### src/rtl/assert_macros.svh
// assert_macros.svh: assertion macros shared by the etdds RTL files.
// No dependencies; each using module provides clk and arst_n.
`ifndef ASSERT_MACROS_SVH
`define ASSERT_MACROS_SVH
`ifndef SYNTHESIS
`define ETDDS_ASSERT_NOW(lbl, pre, post) \
	lbl: assert property (@(posedge clk) disable iff (!arst_n) (pre) |-> (post)) \
		else $error("etdds assertion failed");
`define ETDDS_ASSERT_NEXT(lbl, pre, post) \
	lbl: assert property (@(posedge clk) disable iff (!arst_n) (pre) |=> (post)) \
		else $error("etdds assertion failed");
`else
`define ETDDS_ASSERT_NOW(lbl, pre, post)
`define ETDDS_ASSERT_NEXT(lbl, pre, post)
`endif
`endif

### src/rtl/etdds_pkg.sv
// etdds_pkg: types, reset values and arithmetic constants of the DDS sine block.
// No dependencies; imported by every etdds module.
`default_nettype none

package etdds_pkg;

	localparam int TABLE_DEPTH_DEF = 256;

	// result queue, sized above the pipeline depth so it never throttles a full stream
	localparam int FIFO_DEPTH = 16;
	localparam int PTR_W      = $clog2(FIFO_DEPTH);
	localparam int CNT_W      = $clog2(FIFO_DEPTH + 1);

	localparam int CFG_W = 13;

	localparam logic [11:0] OFFSET_RST = 12'd1861;
	localparam logic [11:0] AMP_RST    = 12'd1241;
	localparam logic [12:0] FMIN_RST   = 13'd576;
	localparam logic [12:0] FMAX_RST   = 13'd5760;
	localparam logic [12:0] STEPS_RST  = 13'd576;
	localparam logic [31:0] TUNE_RST   = 32'd6442451;
	localparam logic [15:0] COUNT_RST  = 16'h8000;
	localparam logic [11:0] SAMPLE_RST = 12'd1861;
	localparam logic [11:0] DAC_TOP    = 12'd4095;

	// tuning = steps*11184 + floor((steps*608 + 375) / 750)
	localparam logic [13:0] TUNE_WHOLE     = 14'd11184;
	localparam logic [22:0] TUNE_FRAC_BIAS = 23'd375;
	localparam logic [23:0] TUNE_RECIP     = 24'd11453247; // ceil(2^33/750)

	// floor(x/1000) = (x * ceil(2^32/1000)) >> 32 for x < 2^22
	localparam logic [22:0] DIV_RECIP = 23'd4294968;

	localparam logic [63:0] HALF_PI_Q30 = 64'd1686629713;

	typedef enum logic {
		KIND_SAMPLE  = 1'b0,
		KIND_ENCODER = 1'b1
	} kind_t;

	typedef enum logic [1:0] {
		CFG_OFFSET    = 2'd0,
		CFG_AMPLITUDE = 2'd1,
		CFG_FREQ_MIN  = 2'd2,
		CFG_FREQ_MAX  = 2'd3
	} cfg_reg_t;

	typedef struct packed {
		kind_t       kind;
		logic [15:0] encoder_count;
	} item_t;

	typedef struct packed {
		logic [11:0] dac_code;
		logic [12:0] freq_steps;
		logic [31:0] tuning_value;
	} result_t;

	// per-request tag that travels down the sample pipeline
	typedef struct packed {
		logic        valid;
		kind_t       kind;
		logic [12:0] freq_steps;
		logic [31:0] tuning;
	} tag_t;

endpackage

`default_nettype wire

### src/rtl/encoder_tuned_dds_sine_top.sv
// encoder_tuned_dds_sine_top: encoder-tuned DDS sine generator, one result per request.
// Depends on etdds_pkg, etdds_tune, etdds_shape (with etdds_rom) and etdds_fifo.
// Throughput: one request per clock while the queue is not full (item_stall low),
// set by the step-count and phase loops.
// Reset: asynchronous, active low; registers, step count, tuning word, phase,
// last encoder count and last sample return to their power-up values. No clearing pass.
`default_nettype none

module encoder_tuned_dds_sine_top import etdds_pkg::*; #(
	parameter int TABLE_DEPTH = TABLE_DEPTH_DEF
) (
	input  wire logic             clk,
	input  wire logic             arst_n,
	input  wire logic             item_valid,
	output logic                  item_stall,
	input  wire item_t            item,
	output logic                  result_valid,
	input  wire logic             result_stall,
	output result_t               result,
	input  wire logic             cfg_we,
	input  wire cfg_reg_t         cfg_index,
	input  wire logic [CFG_W-1:0] cfg_data
);

	// Configuration registers. Writes must land only while the block is idle; the block
	// does not enforce this, and the pipeline reads them directly without snapshotting.
	logic [11:0] offset_q;
	logic [11:0] amplitude_q;
	logic [12:0] steps_floor_q;
	logic [12:0] steps_ceil_q;

	always_ff @(posedge clk or negedge arst_n) begin
		if (!arst_n) begin
			offset_q      <= OFFSET_RST;
			amplitude_q   <= AMP_RST;
			steps_floor_q <= FMIN_RST;
			steps_ceil_q  <= FMAX_RST;
		end else if (cfg_we) begin
			unique case (cfg_index)
				CFG_OFFSET:    offset_q      <= cfg_data[11:0];
				CFG_AMPLITUDE: amplitude_q   <= cfg_data[11:0];
				CFG_FREQ_MIN:  steps_floor_q <= cfg_data[12:0];
				CFG_FREQ_MAX:  steps_ceil_q  <= cfg_data[12:0];
			endcase
		end
	end

	// Handshakes. A request is taken only when a queue slot is reserved for
	// its result, so the pipeline itself never stalls.
	logic take;
	logic pop;
	logic queue_full;

	assign item_stall = queue_full;
	assign take       = item_valid && !queue_full;
	assign pop        = result_valid && !result_stall;

	// Stages 1-3: encoder delta, step clamp, tuning word, phase accumulate.
	tag_t        tag_s3;
	logic [31:0] phase_s3;

	etdds_tune u_tune (
		.clk        (clk),
		.arst_n     (arst_n),
		.take       (take),
		.item       (item),
		.steps_floor(steps_floor_q),
		.steps_ceil (steps_ceil_q),
		.tag_s3     (tag_s3),
		.phase_s3   (phase_s3)
	);

	// Stages 4-8: table index, ROM read, scale, divide, offset/clamp, result register.
	logic    res_valid;
	result_t res;

	etdds_shape #(
		.TABLE_DEPTH(TABLE_DEPTH)
	) u_shape (
		.clk        (clk),
		.arst_n     (arst_n),
		.tag_s3     (tag_s3),
		.phase_s3   (phase_s3),
		.offset     (offset_q),
		.amplitude  (amplitude_q),
		.res_valid_q(res_valid),
		.res_q      (res)
	);

	// Result queue: decouples the output handshake from the input side.
	etdds_fifo u_fifo (
		.clk      (clk),
		.arst_n   (arst_n),
		.reserve  (take),
		.push     (res_valid),
		.push_data(res),
		.pop      (pop),
		.full     (queue_full),
		.not_empty(result_valid),
		.head     (result)
	);

endmodule

`default_nettype wire

### src/rtl/etdds_tune.sv
// etdds_tune: encoder delta, clamped step count, tuning word and phase accumulator.
// Depends on etdds_pkg and assert_macros.svh.
`default_nettype none
`include "assert_macros.svh"

module etdds_tune import etdds_pkg::*; (
	input  wire logic        clk,
	input  wire logic        arst_n,
	input  wire logic        take,
	input  wire item_t       item,
	input  wire logic [12:0] steps_floor,
	input  wire logic [12:0] steps_ceil,
	output tag_t             tag_s3,
	output logic [31:0]      phase_s3
);

	logic [12:0] steps_q;
	logic [15:0] last_count_q;
	logic [31:0] increment_q;
	logic [31:0] phase_q;

	logic [15:0]        diff;
	logic signed [17:0] sum;
	logic signed [17:0] lo_lim;
	logic signed [17:0] hi_lim;
	logic signed [17:0] lim_a;
	logic signed [17:0] lim_b;
	logic [12:0]        clamped;
	logic               chg;

	always_comb begin
		diff   = item.encoder_count - last_count_q;
		sum    = $signed({5'b0, steps_q}) + $signed({{2{diff[15]}}, diff});
		lo_lim = $signed({5'b0, steps_floor});
		hi_lim = $signed({5'b0, steps_ceil});
		// min first, then max: max wins when the limits cross
		lim_a   = (sum < lo_lim) ? lo_lim : sum;
		lim_b   = (lim_a > hi_lim) ? hi_lim : lim_a;
		clamped = lim_b[12:0];
		chg     = (item.kind == KIND_ENCODER) && (diff != 16'd0);
	end

	// stage 1: step count update
	logic        valid_s1;
	kind_t       kind_s1;
	logic [12:0] steps_s1;
	logic        chg_s1;

	always_ff @(posedge clk or negedge arst_n) begin
		if (!arst_n) begin
			steps_q      <= STEPS_RST;
			last_count_q <= COUNT_RST;
			valid_s1     <= 1'b0;
		end else begin
			valid_s1 <= take;
			if (take && chg) begin
				steps_q      <= clamped;
				last_count_q <= item.encoder_count;
			end
		end
	end

	always_ff @(posedge clk) begin
		kind_s1  <= item.kind;
		steps_s1 <= chg ? clamped : steps_q;
		chg_s1   <= chg;
	end

	// stage 2: tuning word products
	logic [22:0] frac_num;
	logic [46:0] frac_prod;
	logic [26:0] whole_prod;

	always_comb begin
		frac_num = ({10'b0, steps_s1} << 9) + ({10'b0, steps_s1} << 6)
			+ ({10'b0, steps_s1} << 5) + TUNE_FRAC_BIAS;
		frac_prod  = 47'(frac_num) * 47'(TUNE_RECIP);
		whole_prod = 27'(steps_s1) * 27'(TUNE_WHOLE);
	end

	logic        valid_s2;
	kind_t       kind_s2;
	logic [12:0] steps_s2;
	logic        chg_s2;
	logic [26:0] whole_s2;
	logic [13:0] frac_s2;

	always_ff @(posedge clk or negedge arst_n) begin
		if (!arst_n) begin
			valid_s2 <= 1'b0;
		end else begin
			valid_s2 <= valid_s1;
		end
	end

	always_ff @(posedge clk) begin
		kind_s2  <= kind_s1;
		steps_s2 <= steps_s1;
		chg_s2   <= chg_s1;
		whole_s2 <= whole_prod;
		frac_s2  <= frac_prod[46:33];
	end

	// stage 3: commit tuning word, advance phase on sample ticks
	logic [31:0] inc_next;
	logic [31:0] phase_next;

	always_comb begin
		inc_next   = (valid_s2 && chg_s2) ? (32'(whole_s2) + 32'(frac_s2)) : increment_q;
		phase_next = phase_q + increment_q;
	end

	always_ff @(posedge clk or negedge arst_n) begin
		if (!arst_n) begin
			increment_q <= TUNE_RST;
			phase_q     <= 32'd0;
			tag_s3      <= '0;
		end else begin
			increment_q <= inc_next;
			if (valid_s2 && kind_s2 == KIND_SAMPLE) begin
				phase_q <= phase_next;
			end
			tag_s3 <= '{valid: valid_s2, kind: kind_s2, freq_steps: steps_s2, tuning: inc_next};
		end
	end

	always_ff @(posedge clk) begin
		phase_s3 <= phase_next;
	end

	`ETDDS_ASSERT_NEXT(a_phase_hold, !(valid_s2 && kind_s2 == KIND_SAMPLE), $stable(phase_q))
	`ETDDS_ASSERT_NEXT(a_tune_hold, !(valid_s2 && chg_s2), $stable(increment_q))
	`ETDDS_ASSERT_NEXT(a_count_hold, !(take && chg), $stable(last_count_q) && $stable(steps_q))

endmodule

`default_nettype wire

### src/rtl/etdds_rom.sv
// etdds_rom: constant sine table round(1000*sin), registered read.
// Depends on etdds_pkg; contents are built at elaboration from a Q30 series.
`default_nettype none

module etdds_rom import etdds_pkg::*; #(
	parameter int TABLE_DEPTH = TABLE_DEPTH_DEF
) (
	input  wire logic                           clk,
	input  wire logic [$clog2(TABLE_DEPTH)-1:0] addr,
	output logic signed [10:0]                  data_q
);

	logic signed [10:0] rom_c [TABLE_DEPTH];

	for (genvar gi = 0; gi < TABLE_DEPTH; gi++) begin : g_entry
		localparam logic [31:0] N4  = 32'(4 * gi);
		localparam bit          NEG = (N4 >= 32'(2 * TABLE_DEPTH));
		localparam logic [31:0] NA  = NEG ? (N4 - 32'(2 * TABLE_DEPTH)) : N4;
		localparam logic [31:0] NUM = (NA > 32'(TABLE_DEPTH)) ? (32'(2 * TABLE_DEPTH) - NA) : NA;
		localparam logic [63:0] X   = (HALF_PI_Q30 * 64'(NUM)) / 64'(TABLE_DEPTH);
		localparam logic [63:0] X2  = (X * X) >> 30;
		localparam logic [63:0] T1  = ((X * X2) >> 30) / 64'd6;
		localparam logic [63:0] S1  = (X >= T1) ? (X - T1) : 64'd0;
		localparam logic [63:0] T2  = ((T1 * X2) >> 30) / 64'd20;
		localparam logic [63:0] S2  = S1 + T2;
		localparam logic [63:0] T3  = ((T2 * X2) >> 30) / 64'd42;
		localparam logic [63:0] S3  = (S2 >= T3) ? (S2 - T3) : 64'd0;
		localparam logic [63:0] T4  = ((T3 * X2) >> 30) / 64'd72;
		localparam logic [63:0] S4  = S3 + T4;
		localparam logic [63:0] T5  = ((T4 * X2) >> 30) / 64'd110;
		localparam logic [63:0] S5  = (S4 >= T5) ? (S4 - T5) : 64'd0;
		localparam logic [63:0] T6  = ((T5 * X2) >> 30) / 64'd156;
		localparam logic [63:0] S6  = S5 + T6;
		localparam logic [63:0] T7  = ((T6 * X2) >> 30) / 64'd210;
		localparam logic [63:0] S7  = (S6 >= T7) ? (S6 - T7) : 64'd0;
		localparam logic [63:0] T8  = ((T7 * X2) >> 30) / 64'd272;
		localparam logic [63:0] S8  = S7 + T8;
		localparam logic [63:0] T9  = ((T8 * X2) >> 30) / 64'd342;
		localparam logic [63:0] S9  = (S8 >= T9) ? (S8 - T9) : 64'd0;
		localparam logic [63:0] T10 = ((T9 * X2) >> 30) / 64'd420;
		localparam logic [63:0] S10 = S9 + T10;
		localparam logic [63:0] V   = (S10 * 64'd1000 + (64'd1 << 29)) >> 30;

		assign rom_c[gi] = NEG ? -$signed(11'(V)) : $signed(11'(V));
	end

	always_ff @(posedge clk) begin
		data_q <= rom_c[addr];
	end

endmodule

`default_nettype wire

### src/rtl/etdds_shape.sv
// etdds_shape: table index, sine lookup, amplitude scaling, offset and clamp.
// Depends on etdds_pkg and etdds_rom.
`default_nettype none

module etdds_shape import etdds_pkg::*; #(
	parameter int TABLE_DEPTH = TABLE_DEPTH_DEF
) (
	input  wire logic        clk,
	input  wire logic        arst_n,
	input  wire tag_t        tag_s3,
	input  wire logic [31:0] phase_s3,
	input  wire logic [11:0] offset,
	input  wire logic [11:0] amplitude,
	output logic             res_valid_q,
	output result_t          res_q
);

	localparam int IDX_W = $clog2(TABLE_DEPTH);
	localparam int IPW   = 32 + IDX_W;

	// stage 4: entry = floor(phase * depth / 2^32)
	logic [IPW-1:0]   idx_prod;
	logic [IDX_W-1:0] idx_s4;
	tag_t             tag_s4;

	assign idx_prod = IPW'(phase_s3) * IPW'(TABLE_DEPTH);

	always_ff @(posedge clk) begin
		idx_s4 <= idx_prod[IPW-1:32];
	end

	// stage 5: table read
	logic signed [10:0] val_s5;
	tag_t               tag_s5;

	etdds_rom #(
		.TABLE_DEPTH(TABLE_DEPTH)
	) u_rom (
		.clk   (clk),
		.addr  (idx_s4),
		.data_q(val_s5)
	);

	// stage 6: amplitude * |sine|
	logic [9:0]  mag;
	logic [21:0] prod_s6;
	logic        neg_s6;
	tag_t        tag_s6;

	assign mag = val_s5[10] ? 10'(-val_s5) : 10'(val_s5);

	always_ff @(posedge clk) begin
		prod_s6 <= 22'(amplitude) * 22'(mag);
		neg_s6  <= val_s5[10];
	end

	// stage 7: divide by 1000, truncating toward zero
	logic [44:0] quo_prod;
	logic [11:0] quo_s7;
	logic        neg_s7;
	tag_t        tag_s7;

	assign quo_prod = 45'(prod_s6) * 45'(DIV_RECIP);

	always_ff @(posedge clk) begin
		quo_s7 <= quo_prod[43:32];
		neg_s7 <= neg_s6;
	end

	always_ff @(posedge clk or negedge arst_n) begin
		if (!arst_n) begin
			tag_s4 <= '0;
			tag_s5 <= '0;
			tag_s6 <= '0;
			tag_s7 <= '0;
		end else begin
			tag_s4 <= tag_s3;
			tag_s5 <= tag_s4;
			tag_s6 <= tag_s5;
			tag_s7 <= tag_s6;
		end
	end

	// result: offset, clamp, hold last sample for encoder requests
	logic signed [13:0] sv;
	logic [11:0]        sample_code;
	logic               is_sample;
	logic [11:0]        last_sample_q;

	always_comb begin
		sv = neg_s7 ? ($signed({2'b0, offset}) - $signed({2'b0, quo_s7}))
			: ($signed({2'b0, offset}) + $signed({2'b0, quo_s7}));
		if (sv[13]) begin
			sample_code = 12'd0;
		end else if (sv > $signed({2'b0, DAC_TOP})) begin
			sample_code = DAC_TOP;
		end else begin
			sample_code = sv[11:0];
		end
		is_sample = tag_s7.valid && tag_s7.kind == KIND_SAMPLE;
	end

	always_ff @(posedge clk or negedge arst_n) begin
		if (!arst_n) begin
			last_sample_q <= SAMPLE_RST;
			res_valid_q   <= 1'b0;
		end else begin
			res_valid_q <= tag_s7.valid;
			if (is_sample) begin
				last_sample_q <= sample_code;
			end
		end
	end

	always_ff @(posedge clk) begin
		res_q.dac_code     <= is_sample ? sample_code : last_sample_q;
		res_q.freq_steps   <= tag_s7.freq_steps;
		res_q.tuning_value <= tag_s7.tuning;
	end

endmodule

`default_nettype wire

### src/rtl/etdds_fifo.sv
// etdds_fifo: result queue with credit count that throttles the input side.
// Depends on etdds_pkg and assert_macros.svh.
`default_nettype none
`include "assert_macros.svh"

module etdds_fifo import etdds_pkg::*; (
	input  wire logic    clk,
	input  wire logic    arst_n,
	input  wire logic    reserve,
	input  wire logic    push,
	input  wire result_t push_data,
	input  wire logic    pop,
	output logic         full,
	output logic         not_empty,
	output result_t      head
);

	result_t          mem [FIFO_DEPTH];
	result_t          head_q;
	logic [PTR_W-1:0] wr_ptr_q;
	logic [PTR_W-1:0] rd_ptr_q;
	logic [PTR_W-1:0] rd_addr;
	logic [CNT_W-1:0] fill_q;
	logic [CNT_W-1:0] credit_q;

	assign full      = (credit_q == CNT_W'(FIFO_DEPTH));
	assign not_empty = (fill_q != '0);
	assign head      = head_q;

	// registered read of the entry that is at the head after this edge;
	// a push into that same entry is forwarded
	assign rd_addr = pop ? (rd_ptr_q + 1'b1) : rd_ptr_q;

	always_ff @(posedge clk) begin
		if (push) begin
			mem[wr_ptr_q] <= push_data;
		end
		if (push && wr_ptr_q == rd_addr) begin
			head_q <= push_data;
		end else begin
			head_q <= mem[rd_addr];
		end
	end

	always_ff @(posedge clk or negedge arst_n) begin
		if (!arst_n) begin
			wr_ptr_q <= '0;
			rd_ptr_q <= '0;
			fill_q   <= '0;
			credit_q <= '0;
		end else begin
			if (push) begin
				wr_ptr_q <= wr_ptr_q + 1'b1;
			end
			if (pop) begin
				rd_ptr_q <= rd_ptr_q + 1'b1;
			end
			case ({push, pop})
				2'b10:   fill_q <= fill_q + 1'b1;
				2'b01:   fill_q <= fill_q - 1'b1;
				default: fill_q <= fill_q;
			endcase
			case ({reserve, pop})
				2'b10:   credit_q <= credit_q + 1'b1;
				2'b01:   credit_q <= credit_q - 1'b1;
				default: credit_q <= credit_q;
			endcase
		end
	end

	`ETDDS_ASSERT_NOW(a_fill_le_credit, 1'b1, fill_q <= credit_q)
	`ETDDS_ASSERT_NOW(a_push_room, push, fill_q < CNT_W'(FIFO_DEPTH))
	`ETDDS_ASSERT_NOW(a_pop_nonempty, pop, fill_q != '0)

endmodule

`default_nettype wire

### config.mk
export PLATFORM = sky130hd
export DESIGN_NAME = encoder_tuned_dds_sine_top
export DESIGN_NICKNAME = d
export VERILOG_FILES = /design/src/rtl/etdds_pkg.sv /design/src/rtl/encoder_tuned_dds_sine_top.sv /design/src/rtl/etdds_tune.sv /design/src/rtl/etdds_rom.sv /design/src/rtl/etdds_shape.sv /design/src/rtl/etdds_fifo.sv
export VERILOG_INCLUDE_DIRS = /design/src /design/src/rtl
export SDC_FILE = /design/constraint.sdc
export NUM_CORES = 2
export LEC_CHECK = 0
export BUFFER_PORTS_ARGS = -buffer_cell sky130_fd_sc_hd__buf_4
export CAP_MARGIN = 25
export CORE_ASPECT_RATIO = 0.7
export CORE_MARGIN = 5
export CORE_UTILIZATION = 35
export CTS_CLUSTER_SIZE = 14
export DETAILED_ROUTE_END_ITERATION = 8
export PLACE_DENSITY = 0.5
export SLEW_MARGIN = 10
export SYNTH_ARGS = -nofsm -noshare
export SYNTH_HDL_FRONTEND = slang
export SYNTH_SLANG_ARGS = --single-unit
export TNS_END_PERCENT = 20
### constraint.sdc
create_clock -name clk -period 15.7 [get_ports clk]
set_clock_uncertainty 0.05 [all_clocks]
set_input_delay 3.14 -clock clk [delete_from_list [all_inputs] [get_ports clk]]
set_output_delay 3.14 -clock clk [all_outputs]
set_load 0.005 [all_outputs]
After elaboration in Yosys (flattened, before gate mapping)
Memories as Yosys holds them, arrays and structs flattened. A register that Yosys moved wholly into a read port is not among the register bits. Index checks and enable logic that the tools add are counted.

Register bits: 611. Memory bits (writable): 912. ROM bits: 2816. Input bits: 37. Output and inout bits: 59. Logic and storage cells: 121. Memories: 2.

Memories: (name not given) (words 256, width 11, read ports 1, clocked after memory_dff 1, wr ports 0, line etdds_rom.sv:48) `data_q <= rom_c[addr];`; u_fifo.mem (words 16, width 57, read ports 1, clocked after memory_dff 1, wr ports 1, line etdds_fifo.sv:18) `result_t mem [FIFO_DEPTH];`.

$add $sub $neg: 16. Multipliers: 4. Magnitude comparators: 3. Equal/unequal tests: 8. Muxes and demuxes: 14. Bitwise logic cells: 3. Reductions and logical operators: 18.

Operators by type and width (count): $mul 23x24->47 const B (1); $mul 22x20->41 const B (1); $mux 12 (3); $add 32x32->32 (1); $mux 32 (1); $add 27x14->28 (1); $mux 13 (2); $add 22x19->23 (1); $add 23x18->23 (1); $add 23x9->23 const B (1); $mul 13x10->23 const B (1); $mul 12x10->22 (1); $pmux 5 s2 (2); $gt 18x14->1 (1); $lt 18x14->1 (1); $mux 18 (1); $add 14x16->17 (1); $reduce_bool 16->1 (1); $sub 16x16->16 (1); $gt 14x13->1 const B (1); $mux 14 (1); $add 12x12->13 (1); $sub 12x12->13 (1); $add 5x1->5 const B (2); 17 further kinds (37).

Longest topological paths before layout
Depth in word-level cells: 7. Gate-level depth with buffers: 39. Gate-level depth less buffers: 38.

Hierarchy
Synthesis repeated with hierarchy kept, for this count alone.

Cell total of the unflattened synthesis: 6035. Area, all modules: 81349.3 um^2.

Modules (own cells, without submodules): etdds_fifo (times used 1, cells an instance 1522, area each 35251.3 um^2, seq. area each 27916.8 um^2); etdds_tune (times used 1, cells an instance 2326, area each 22888.2 um^2, seq. area each 4933.5 um^2); etdds_shape (times used 1, cells an instance 1580, area each 18141.1 um^2, seq. area each 7059.3 um^2); etdds_rom (times used 1, cells an instance 497, area each 3161.8 um^2, seq. area each 220.2 um^2); encoder_tuned_dds_sine_top (times used 1, cells an instance 110, area each 1906.8 um^2, seq. area each 1273.7 um^2).

Worst setup path before layout
Ideal clock, no wire load.

Kind: input-to-reg. Start: input item[0] (netlist bit). End: register u_tune.steps_q[5]. Setup time: 0.125 ns. Data arrival time: 9.990 ns. Data required time: 15.525 ns. Path slack: 5.536 ns. Cell stages on the path: 35. Path buffers: 3. Cell sequence: inv_1 > ha_1 > inv_1 > fa_1 > a21o_1 > a22oi_1 > nor2b_1 > xnor2_1 > ha_1 > or2_2 > a21o_1 > o21ai_0 > nor2_1 > o21a_1 > nor3_1 > nor2_1 > ha_1 > a211oi_1 > o21ai_0 > a2111oi_0 > ha_1 > clkbuf_1 > clkbuf_1 > mux2_2 > ha_1 > a21o_1 > a21oi_1 > o21ai_0 > a21oi_1 > nor3_1 > o41ai_1 > o41ai_2 > buf_2 > mux2_1 > mux2_2.

Longest elaborated chain between the ends: 6. Elaborated cells on any way between the ends: 9. Those cells by class: add/sub: 2; order compare: 2; mux: 2; reduce/logical: 3.

Ends and longest elaborated chain: start: declaration (line encoder_tuned_dds_sine_top.sv:16) `input wire item_t item,`; $sub 16x16->16 * (line etdds_tune.sv:32) `diff = item.encoder_count - last_count_q;`; $add 14x16->17 (line etdds_tune.sv:33) `sum = $signed({5'b0, steps_q}) + $signed({{2{diff[15]}}, diff});`; $lt 18x14->1 (line etdds_tune.sv:37) `lim_a = (sum < lo_lim) ? lo_lim : sum;`; $mux 18 (line etdds_tune.sv:37); $gt 18x14->1 (line etdds_tune.sv:38) `lim_b = (lim_a > hi_lim) ? hi_lim : lim_a;`; $mux 13 (line etdds_tune.sv:38); end signal: assignment (line etdds_tune.sv:57) `steps_q <= clamped;`; end: declaration (line etdds_tune.sv:17) `logic [12:0] steps_q;`.

Mark *: on every way between the ends. The rest lies on a longest branch, timed or not. A chain may end at the register's enable or synchronous reset.

Worst setup path in the final report
Start: register u_tune.steps_s1[0]. End: register u_tune.frac_s2[11].

Longest elaborated chain between the ends: 4.

Ends and longest elaborated chain: start: declaration (line etdds_tune.sv:46) `logic [12:0] steps_s1;`; start signal: assignment (line etdds_tune.sv:65) `steps_s1 <= chg ? clamped : steps_q;`; $add 22x19->23 (line etdds_tune.sv:75) `frac_num = ({10'b0, steps_s1} << 9) + ({10'b0, steps_s1} << 6)`; $add 23x18->23 * (line etdds_tune.sv:76) `+ ({10'b0, steps_s1} << 5) + TUNE_FRAC_BIAS;`; $add 23x9->23 * (line etdds_tune.sv:76); $mul 23x24->47 * (line etdds_tune.sv:77) `frac_prod = 47'(frac_num) * 47'(TUNE_RECIP);`; via u_tune.frac_prod[44] (line etdds_tune.sv:71) `logic [46:0] frac_prod;`; end signal: assignment (line etdds_tune.sv:101) `frac_s2 <= frac_prod[46:33];`; end: declaration (line etdds_tune.sv:86) `logic [13:0] frac_s2;`.

The timed path passes the listed nets; every way through them passes the cells marked *.

==> reports/metrics.yaml <==
final_layout:
  final.fill_count: 20537
  nets: 6883
  ff_latch_area_mm2: 0.0385
  flow.area_growth_from_synthesis_pct: 11.8
  drive_gt1_share_pct: 14.4
  multiInputGateArea_mm2: 0.0347
synthesis:
  synth_async_sr_flop_share_pct: 26.4
  synth-seq-area-share_pct: 50.2
  postSynthRegisterBits: 1405
  synthesis.area_mm2: 0.0767
  synth_top_cell_by_area: "sky130_fd_sc_hd__edfxtp_1"
  synth_warnings: 0
  area_share_of_the_leading_cell_type_in_the_synthesized_netlist_pct: 33.2
  synth_edf_count: 848
  synth.area.top_cells: "sky130_fd_sc_hd__edfxtp_1, sky130_fd_sc_hd__ha_1, sky130_fd_sc_hd__dfrtp_1, sky130_fd_sc_hd__fa_1, sky130_fd_sc_hd__mux4_2"
  ys_types: 85
  netlist_instances: 5605
  post_synth.cell_area_avg_um2: 13.7
  most_used_flip_flop_cell_after_synthesis: "sky130_fd_sc_hd__edfxtp_1"
critical_path:
  cp_data_required_time_ns: 16.28
  setup.worst_path.start_class: "register"
  criticalPathCategory: "register to register"
  r2r_cells: 34
  worst_ep_arrival_time_ns: 11.36
  critical-path-slowest-cell: "sky130_fd_sc_hd__dfxtp_1"
  reg2reg_setup_slack_ns: 4.92
  cpPeakStageDelay_ns: 0.82
  setup.worst_path.end_class: "register"
  path_max_fanout: 14
timing:
  finalSetupViolations: 0
  finalWorstPathRequiredPeriod_ns: 10.78
  finalHoldViolations: 0
  max-slew-margin-rel_pct: 28.7
  rsz0062_at_grt: "false"
  report.final.slew_viol_count: 0
  tns_ns: 0
  slew_of_the_pin_with_the_lowest_slew_margin_ns: 1.07
  fmaxAchievable_mhz: 92.8
  fraction_of_the_cycle_the_final_worst_path_needs_pct: 68.7
global_routing:
  first_global_vias: 44811
  global_route_congestion_overflow_total: 0
  grt_max_degree: 177
  number_of_antenna_violations_at_the_first_check_in_global_routing: 18
  grt_util_all_layers_pct: 17.0
  grt_first_pass_wirelength_um: 295000
hold_path:
  holdPathStages: 0
  min-delay-path-class: "register to register"
floorplanning:
  die_height_um: 402
  initial_utilization_pct: 35.3
  pin_count: 96
  placeableCoreArea_mm2: 0.218
  num_rows: 143
  overall_die_width_um: 569
  floorplan.die_area_mm2: 0.229
cts:
  cts.hold.buffers_added: 0
  clk-insertion-delay-late_ns: 0.77
  clock_tree.buffer_depth: 4
  postCtsSetupBuffers: 0
  postCtsResizedCells: 0
  cts_made_buffers: 150
  number_of_levels_in_the_clock_h_tree: 4
  cts.sinks: 1405
  clk_transition_reported_paths_ns: 0.06
  tritoncts: "built"
  clock-root-buffer: "sky130_fd_sc_hd__clkbuf_16"
job:
  timing.max_cap.violations: 0
drt:
  detail_route.wirelength_um: 196000
  final_antenna_net_count: 0
  vias: 43958
  first_iter_violations: 3729
  post_drt_via_cell_ratio: 5.01
  first_pass_detailed_route_iteration_total: 5
  wl_per_cell_um: 22.3
  post-route-drc-count: 0
place:
  io_buffer_count: 91
  post-dp-hpwl_um: 134000
  gp_congestion: 0.899
status:
  outcome: "finished clean"
-- state kept, by name, summed over array words and instances (netlist names), 12 cells and up, named ones only --
name	flops
u_fifo.mem	848
u_shape.res_q	53
u_shape.tag_s4	43
u_shape.tag_s5	43
u_shape.tag_s6	43
u_shape.tag_s7	43
u_tune.phase_q	32
u_tune.increment_q	28
u_tune.tag_s3	27
u_shape.prod_s6	22
u_tune.whole_s2	22
u_tune.last_count_q	16
u_tune.frac_s2	14
steps_ceil_q	13
steps_floor_q	13
u_tune.steps_q	13
u_tune.steps_s1	13
u_tune.steps_s2	13
amplitude_q	12
offset_q	12
u_shape.last_sample_q	12
u_shape.quo_s7	12
-- worst max-delay path, delay by kind of cell (launching register included) --
kind	cells	cell delay (ns)
adder cells (fa/ha/maj)	10	4.33
flip-flops	1	0.82
XOR/XNOR	1	0.80
AO/OA/AOI/OAI	9	2.31
AND/OR/NAND/NOR	6	1.12
buffers and inverters	8	1.21
-- cells in the mapped netlist (all sizes together) (58+ instances only) --
library cell	count
nand2	277
ha	685
nor2b	58
edfxtp	848
dfrtp	332
a21oi	198
clkbuf	142
inv	783
fa	410
nor3	67
mux4	269
a21o	77
nor2	174
o21ai	195
xnor2	122
dfxtp	186
mux2	113
xor2	66
-- cells by family after synthesis --
| kind of cell | synth area share [%] |
|---|---|
| and+or+nand+nor | 4.90 |
| AOI/OAI and AO/OA | 6.29 |
| muxes | 9.79 |
| buffers and inverters | 4.76 |
| DFF | 50.2 |
| xor gates and xnor gates | 2.15 |
| adders and majority gates | 21.9 |
| other | 0.00489 |
-- routing by layer --
layer | share of wire (%) | GRT usage (%) | vias to the layer above
met4 | 1.8 | 3.21 | 12
met2 | 40 | 23.0 | 1152
li1 | - | - | 20173
met5 | 0.091 | 0.544 | -
met1 | 51 | 27.2 | 22384
met3 | 7.4 | 4.19 | 237
-- layout by cell type, fill, tap and decap left out, types with 12 or more instances in the layout --
master / netlist / layout
sky130_fd_sc_hd__and3_1: 25 / 25
sky130_fd_sc_hd__o21ai_0: 192 / 191
sky130_fd_sc_hd__clkinv_1: 3 / 14
sky130_fd_sc_hd__a211oi_1: 35 / 35
sky130_fd_sc_hd__nand3_1: 48 / 48
sky130_fd_sc_hd__nor2_1: 174 / 162
sky130_fd_sc_hd__ha_1: 685 / 685
sky130_fd_sc_hd__o31ai_1: 21 / 21
sky130_fd_sc_hd__mux4_2: 269 / 269
sky130_fd_sc_hd__edfxtp_1: 848 / 848
sky130_fd_sc_hd__or2_2: 14 / 14
sky130_fd_sc_hd__inv_1: 783 / 783
sky130_fd_sc_hd__dfstp_2: 39 / 39
sky130_fd_sc_hd__xor2_1: 66 / 66
sky130_fd_sc_hd__nor2_4: 0 / 12
sky130_fd_sc_hd__o211ai_1: 20 / 20
sky130_fd_sc_hd__dfrtp_1: 332 / 332
sky130_fd_sc_hd__a31oi_1: 35 / 35
sky130_fd_sc_hd__o21a_1: 28 / 28
sky130_fd_sc_hd__o21bai_1: 20 / 20
sky130_fd_sc_hd__fa_1: 410 / 410
sky130_fd_sc_hd__nand2_1: 277 / 277
sky130_fd_sc_hd__nand2b_1: 43 / 43
sky130_fd_sc_hd__clkinv_2: 0 / 17
sky130_fd_sc_hd__a21oi_1: 198 / 198
sky130_fd_sc_hd__nand4_1: 18 / 18
sky130_fd_sc_hd__xnor2_1: 122 / 121
sky130_fd_sc_hd__nor3_1: 67 / 63
sky130_fd_sc_hd__clkbuf_8: 0 / 18
sky130_fd_sc_hd__nor2b_1: 58 / 58
sky130_fd_sc_hd__a21o_1: 77 / 77
sky130_fd_sc_hd__dfxtp_1: 186 / 180
sky130_fd_sc_hd__buf_4: 4 / 160
sky130_fd_sc_hd__a2111oi_0: 13 / 13
sky130_fd_sc_hd__mux2i_1: 15 / 15
sky130_fd_sc_hd__and2_1: 31 / 31
sky130_fd_sc_hd__mux2_2: 103 / 103
sky130_fd_sc_hd__clkbuf_1: 142 / 40
sky130_fd_sc_hd__clkbuf_16: 0 / 151
-- path summary, 6_finish.rpt --
| kind | to | start |
|---|---|---|
| max | u_tune.frac_s2[11] | u_tune.steps_s1[0] |
| min | u_shape.tag_s4[38] | u_tune.tag_s3[38] |
| max reg2reg | u_tune.frac_s2[11] | u_tune.steps_s1[0] |
| min reg2reg | u_shape.tag_s4[38] | u_tune.tag_s3[38] |
| max in group asynchronous | u_shape.tag_s7[15] | arst_n |
| min in group asynchronous | u_tune.last_count_q[0] | arst_n |
-- final cells by class --
| cell class | instances | area share, % |
|---|---|---|
| timing repair buffer | 169 | 1.58 |
| multi-input combinational | 3239 | 40.4 |
| tap | 2900 | 4.23 |
| inverter | 786 | 3.44 |
| clock buffer | 210 | 4.88 |
| clock inverter | 52 | 0.505 |
| antenna | 9 | 0.0263 |
| sequential | 1405 | 44.9 |
-- metrics by stage --
stage	hold WS [ns]	area [um^2]	utilization (%)	std cells	setup WS, ns
final	0.242	85800	39.4	8770	4.92
after CTS	0.232	85700	39.4	8754	4.81
after detailed placement	0.264	81000	37.2	8492	4.60
after floorplan	0.260	76700	-	5608	5.54
after global routing	0.233	85800	39.4	8767	4.43
after global placement	0.261	81000	37.2	8490	4.68
Power is left out: the tool's default activity adds up to more than one toggle a clock period on the data nets, which glitch-free logic cannot reach.
